==> src/rtl/bbc_pkg.sv <==
// ----------------------------------------------------------------------------
// bbc_pkg
// Types and codes shared by the bracket balance checker modules.
// ----------------------------------------------------------------------------
`default_nettype none

package bbc_pkg;

	localparam logic [1:0] KIND_ROUND  = 2'd0;
	localparam logic [1:0] KIND_CURLY  = 2'd1;
	localparam logic [1:0] KIND_SQUARE = 2'd2;

	localparam logic [2:0] ERR_OK         = 3'd0;
	localparam logic [2:0] ERR_UNMATCHED  = 3'd1;
	localparam logic [2:0] ERR_WRONG_KIND = 3'd2;
	localparam logic [2:0] ERR_UNCLOSED   = 3'd3;
	localparam logic [2:0] ERR_OVERFLOW   = 3'd4;

	localparam logic [7:0] CH_OPEN_ROUND   = 8'h28;
	localparam logic [7:0] CH_CLOSE_ROUND  = 8'h29;
	localparam logic [7:0] CH_OPEN_CURLY   = 8'h7B;
	localparam logic [7:0] CH_CLOSE_CURLY  = 8'h7D;
	localparam logic [7:0] CH_OPEN_SQUARE  = 8'h5B;
	localparam logic [7:0] CH_CLOSE_SQUARE = 8'h5D;

	localparam int QUEUE_DEPTH = 4;
	localparam int QUEUE_AW    = 2;

	typedef struct packed {
		logic       push;
		logic       pop;
		logic [1:0] kind;
		logic       last;
	} op_t;

	typedef struct packed {
		logic full;
		logic empty;
	} q_stat_t;

	typedef struct packed {
		logic [2:0] error_kind;
		logic       well_formed;
	} verdict_t;

endpackage

`default_nettype wire

==> src/rtl/bbc_back.sv <==
// ----------------------------------------------------------------------------
// bbc_back
// Executes bracket operations on the opener stack and issues verdicts.
// ----------------------------------------------------------------------------
`default_nettype none

module bbc_back #(
	parameter int STACK_DEPTH = 128
) (
	input  wire logic          clk,
	input  wire logic          arst_n,
	input  wire logic          op_valid,
	input  wire bbc_pkg::op_t  op,
	output logic               op_take,
	output logic               out_valid,
	input  wire logic          out_ready,
	output bbc_pkg::verdict_t  out_verdict
);
	import bbc_pkg::*;

	localparam int LW = $clog2(STACK_DEPTH + 1);
	localparam int AW = $clog2(STACK_DEPTH);

	// The top entry lives in top_q; below_q holds the entry under it, read from the stack memory in the cycle before.
	logic [1:0]    stack_mem [STACK_DEPTH];
	logic [LW-1:0] level_q;
	logic [1:0]    top_q;
	logic [1:0]    below_q;
	logic [2:0]    fail_q;
	logic          out_valid_q;
	verdict_t      out_verdict_q;

	logic          fire;
	logic          wr_en;
	logic [LW-1:0] level_d;
	logic [LW-1:0] level_n;
	logic [LW-1:0] rd_level;
	logic [1:0]    top_d;
	logic [2:0]    fail_d;
	logic [2:0]    fail_n;
	verdict_t      verdict_d;

	assign fire    = op_valid & (~op.last | ~out_valid_q | out_ready);
	assign op_take = fire;

	always_comb begin
		level_d = level_q;
		fail_d  = fail_q;
		top_d   = top_q;
		wr_en   = 1'b0;
		if (fire && fail_q == ERR_OK) begin
			if (op.push) begin
				if (level_q == LW'(STACK_DEPTH)) begin
					fail_d = ERR_OVERFLOW;
				end else begin
					wr_en   = 1'b1;
					level_d = level_q + LW'(1);
					top_d   = op.kind;
				end
			end else if (op.pop) begin
				if (level_q == '0) begin
					fail_d = ERR_UNMATCHED;
				end else if (top_q != op.kind) begin
					fail_d = ERR_WRONG_KIND;
				end else begin
					level_d = level_q - LW'(1);
					top_d   = below_q;
				end
			end
		end

		if (fail_d != ERR_OK) begin
			verdict_d.error_kind = fail_d;
		end else if (level_d != '0) begin
			verdict_d.error_kind = ERR_UNCLOSED;
		end else begin
			verdict_d.error_kind = ERR_OK;
		end
		verdict_d.well_formed = (verdict_d.error_kind == ERR_OK);

		level_n = level_d;
		fail_n  = fail_d;
		if (fire && op.last) begin
			level_n = '0;
			fail_n  = ERR_OK;
		end
		rd_level = level_n - LW'(2);
	end

	always_ff @(posedge clk or negedge arst_n) begin
		if (!arst_n) begin
			level_q     <= '0;
			fail_q      <= ERR_OK;
			out_valid_q <= 1'b0;
		end else begin
			level_q <= level_n;
			fail_q  <= fail_n;
			if (fire && op.last) begin
				out_valid_q <= 1'b1;
			end else if (out_ready) begin
				out_valid_q <= 1'b0;
			end
		end
	end

	always_ff @(posedge clk) begin
		top_q <= top_d;
		if (fire && op.last) begin
			out_verdict_q <= verdict_d;
		end
	end

	always_ff @(posedge clk) begin
		if (wr_en) begin
			stack_mem[level_q[AW-1:0]] <= op.kind;
		end
		below_q <= stack_mem[rd_level[AW-1:0]];
	end

	assign out_valid   = out_valid_q;
	assign out_verdict = out_verdict_q;

endmodule

`default_nettype wire

==> config.mk <==
export PLATFORM = sky130hd
export DESIGN_NAME = bbc_back
export DESIGN_NICKNAME = d
export VERILOG_FILES = /design/src/rtl/bbc_pkg.sv /design/src/rtl/bbc_back.sv
export SDC_FILE = /design/constraint.sdc
export NUM_CORES = 1
export LEC_CHECK = 0
export BUFFER_PORTS_ARGS = -buffer_cell sky130_fd_sc_hd__buf_2
export CAP_MARGIN = 20
export CORE_MARGIN = 2
export CORE_UTILIZATION = 65
export DETAILED_ROUTE_END_ITERATION = 8
export HOLD_SLACK_MARGIN = 0.1
export PLACE_DENSITY = 0.79
export SETUP_SLACK_MARGIN = 0.5
export SLEW_MARGIN = 20
export SYNTH_ARGS = -nofsm -noshare
export SYNTH_HDL_FRONTEND = slang
export SYNTH_SLANG_ARGS = --single-unit
==> constraint.sdc <==
create_clock -name clk -period 7.7 [get_ports clk]
set_input_delay 1.54 -clock clk [delete_from_list [all_inputs] [get_ports clk]]
set_output_delay 1.54 -clock clk [all_outputs]
set_load 0.02 [all_outputs]
Word-level counts from Yosys, hierarchy flattened
Memory sizes are Yosys's and may differ from the RTL's. A register that Yosys moved wholly into a read port is not among the register bits.
Cells that the tools add are included.
W data, S select, Z words.
- add/sub/neg operators: 3
- eq/ne operators: 5
- multiplexer cells: 28
- bitwise gates (word level): 5
- reduce and logical (&&, ||, !) cells: 10
- operator list (cell ; count):
    $mux W8 ; 7
    $mux W3 ; 8
    $mux W2 ; 6
    $add A8 B1 Y8 const B ; 1
    $eq A8 B8 Y1 const B ; 1
    $logic_not A8 Y1 ; 1
    $reduce_bool A8 Y1 ; 1
    $sub A8 B1 Y8 const B ; 1
    $mux W1 ; 7
    $sub A7 B2 Y7 const B ; 1
    $logic_not A3 Y1 ; 2
    $ne A2 B2 Y1 const B ; 3
    $reduce_and A5 Y1 ; 1
    $reduce_bool A2 Y1 ; 2
    $reduce_bool A3 Y1 ; 1
    $logic_and A1 B1 Y1 ; 2
    $ne A2 B2 Y1 ; 1
    $not A1 Y1 ; 2
    $or A1 B1 Y1 ; 2
    $and A1 B1 Y1 ; 1
- register bits: 18
- RAM bits: 256
- input port bits: 9
- output and inout port bits: 6
- memories: 1
- memory list (memory ; depth ; bits a word ; read ports ; clocked after memory_dff ; write ports ; RTL line ; source):
    stack_mem ; 128 ; 2 ; 1 ; 1 ; 1 ; bbc_back.sv:25 ; logic [1:0] stack_mem [STACK_DEPTH];

Longest topological paths before layout
- depth after elaboration: 10
- depth in mapped cells: 22
- depth with buffers taken out: 17

Worst setup path before layout
OpenSTA, ideal clock, no wires.
- path kind: input to register
- from: in op_valid
- to: reg below_q[1], read port of stack_mem
- arrival: 5.396 ns
- slack: 2.184 ns
- stages on the path: 16
- path through: or4b_4 > o31a_1 > a41oi_1 > a21o_1 > buf_4 > clkbuf_1 > buf_1 > ha_1 > clkbuf_1 > clkinv_1 > clkbuf_1 > mux4_2 > mux4_2 > o211ai_2 > mux2i_1 > mux2_2
- longest elaborated chain between the ends: 5
- elaborated cells on any way between the ends: 6
- those cells by class: add/sub: 1; mux: 2; bitwise: 1; reduce/logical: 2
- RTL lines (item ; RTL line ; source):
    start, declared ; bbc_back.sv:12 ; input wire logic op_valid,
    $and A1 B1 Y1 (*) ; bbc_back.sv:43 ; assign fire = op_valid & (~op.last | ~out_valid_q | out_ready);
    $logic_and A1 B1 Y1 ; bbc_back.sv:51 ; if (fire && fail_q == ERR_OK) begin
    $mux W8 ; bbc_back.sv:51 ;
    $mux W8 (*) ; bbc_back.sv:83 ; if (fire && op.last) begin
    $sub A7 B2 Y7 (*) ; bbc_back.sv:87 ; rd_level = level_n - LW'(2);
    end, declared ; bbc_back.sv:28 ; logic [1:0] below_q;
Every way passes the cells marked *; elsewhere a longest branch is shown, timed or not.
A chain may end at the register's enable or synchronous reset.

Worst setup path after layout
- from: in op_valid
- to: reg below_q[0], read port of stack_mem
The elaborated chain is that of the path after synthesis.

==> flow_metrics.py <==
metrics = {
    "final_layout": {
        "final_util_pct": 71.5,
        "antenna_cells": 0,
        "nFillCells": 1246,
        "stdcell_count": 1205,
        "layout.nets": 965,
        "multi_input_area_um2": 3860,
        "drive_gt1_share_pct": 10.6,
        "area_growth_pct": 7.67,
        "seq_area_um2": 8210,
        "fin_area_um2": 13400,
    },
    "critical_path": {
        "critical_path_class": "input port to register",
        "arrival_ns": 6.04,
        "cp-end-kind": "register",
        "rr_startpoint": "level_q[3]",
        "crit_start": "op_valid",
        "cp.required_ns": 8.13,
        "start_kind": "input port",
        "cp_max_fo": 33,
    },
    "floorplanning": {
        "die_area_um2": 20300,
        "start_util_pct": 66.4,
        "core_region_area_um2": 18800,
        "dieWidth_um": 142,
        "rows": 50,
        "io_pins": 15,
        "die-height_um": 142,
    },
    "clock_tree": {
        "cts_hold_buf": 0,
        "clkTransAtPathRegs_ns": 0.06,
        "cts-htree-levels": 1,
        "clock_latency_ns": 0.55,
        "cts_buffer_depth": 3,
        "cts_made_buffers": 27,
        "ctsResizeCount": 0,
        "postCtsSetupRepairBufs": 0,
        "tritoncts": "built",
        "root_buffer": "clkbuf_16",
        "clkSinkCount": 276,
    },
    "sta": {
        "hold_ws_ns": 0.562,
        "skew_ns": 0.00968,
        "worst_pin_slew_ns": 1.13,
        "fin_crit_ns": 5.60,
        "maxSlewHeadroom_pct": 24.6,
        "drv_slew": 0,
        "hold_violations": 0,
        "grt_setup_unrepaired": "false",
        "fin_crit_sh_pct": 72.8,
        "fmax_mhz": 178,
        "setup-tns-final_ns": 0,
        "finalSetupViolCount": 0,
    },
    "synth": {
        "synthFlopType": "edfxtp_1",
        "synth_top_cell_area_share_pct": 63.1,
        "netlist.top_cell.by_area": "edfxtp_1",
        "yosys_warnings": 0,
        "synth-edff-count": 262,
        "synthTopCellsByCount": "edfxtp_1, nor2_1, nand2_1",
        "yosysUniqueCellTypes": 84,
        "synthTopCellsByArea": "edfxtp_1, nor2_1, nand2_1, and3_1, dfrtp_1",
        "seq_area_frac_synth_pct": 65.9,
        "synth-seq-cells": 276,
        "syn-num-nets": 981,
        "synth.avg_cell_area_um2": 12.9,
        "netlist_instances": 968,
        "syn_area_um2": 12500,
        "async_flop_share_pct": 4.35,
        "synth.most_common_cell": "edfxtp_1",
    },
    "detailed_routing": {
        "totalWireLength_mm": 30.4,
        "vias": 8580,
        "initialDrtViolationCount": 1133,
        "vias_per_cell": 7.12,
        "wl_per_cell_um": 25.2,
        "drc": 0,
        "ant_nets": 0,
        "first_pass_iters": 6,
    },
    "min_path": {
        "hold_start": "out_valid",
        "hold_class": "register to register",
    },
    "power_and_ir_drop": {
        "leakagePower_nw": 4.46,
        "ir_drop_mv": 0.300,
        "power_density_nw_per_um2": 396,
    },
    "global_route": {
        "grt_max_degree": 74,
        "grt_pass1_wl_mm": 46.2,
        "grt_overflow_total": 0,
        "first_global_vias": 8139,
        "grt_use_total_pct": 30.3,
        "antenna_found_initial": 0,
    },
    "place": {
        "place_inst": 1156,
        "place_congestion": 0.881,
        "dp_hpwl_mm": 18.1,
        "place_area_um2": 12600,
        "port_buffers": 14,
    },
    "run": {
        "maxCapViolCount": 0,
    },
    "run_status": {
        "status": "complete, no violations",
    },
}
[sequential cells by signal, summed over array words and instances, names as in the netlist]
signal       flops
stack_mem      256
level_q          8
out_verdict      4
fail_q           3
below_q          2
top_q            2
out_valid        1
[kinds of logic (layout without fill, tap and decap cells)]
group | count (synthesis) | count (layout) | share of synthesized area (%)
muxes | 26 | 26 | 4.37
and+or+nand+nor | 378 | 378 | 14.1
AOI/OAI and AO/OA | 186 | 186 | 11.3
buffers and inverters | 90 | 93 | 3.37
adders and majority gates | 4 | 4 | 0.402
DFF | 276 | 276 | 65.9
xor gates and xnor gates | 8 | 8 | 0.623
[path summary, 6_finish.rpt]
path / depth (start not counted) / to / slack [ns]
max reg2reg: 14 / below_q[0] / 2.43
min reg2reg: 2 / out_valid / 0.56
min: 2 / out_valid / 0.56
max in group asynchronous: 1 / level_q[1] / 6.58
min in group asynchronous: 1 / level_q[0] / 0.88
max: 16 / below_q[0] / 2.10
[through the flow]
stage          power [mW]  setup WS, ns
6_report             5.31          2.10
5_1_grt              5.49          1.88
3_3_place_gp         3.98          1.58
2_1_floorplan        3.39          2.18
3_5_place_dp         4.00          1.55
4_1_cts              5.23          1.97
[layout make-up]
cell class	count	area share [%]
Timing Repair Buffer	30	1.48
Inverter	15	0.420
Tap cell	234	2.18
Clock buffer	32	5.18
Multi-Input combinational cell	602	28.8
Sequential cell	276	61.2
Clock inverter	16	0.774
[where the power goes]
group          internal [mW]  total (mW)  switching (mW)
Combinational          0.810        2.36            1.55
Sequential              1.69        1.73          0.0447
Clock                  0.673        1.22           0.543
[layout by cell type (no fill, tap or decap), types with 11 or more instances in the layout]
cell type / instances
nand2_1: 97
inv_1: 11
edfxtp_1: 262
a211oi_1: 16
buf_2: 12
a311oi_1: 28
and3_1: 51
buf_4: 17
a31oi_1: 36
nor2_1: 153
dfrtp_1: 12
mux4_2: 12
nand3_1: 27
a21oi_1: 29
clkbuf_16: 27
[critical path, cell delays in order]
cell	delay, ns
buf_2	0.10
or4b_4	0.48
or2_0	0.58
or3_1	0.47
nor2_1	0.12
a21oi_2	0.06
ha_1	0.28
buf_4	0.27
clkinv_1	0.09
buf_4	0.34
nand2_1	0.34
o22ai_1	0.27
a211o_1	0.14
o221ai_1	0.11
mux4_2	0.52
a221oi_1	0.32
[per-layer routing]
layer	share of wire, %	GRT usage [%]
met1	38	42.5
met2	47	47.6
met3	10	5.38
met4	4.7	12.9
met5	0	0
(Power assumes the default switching activity.)
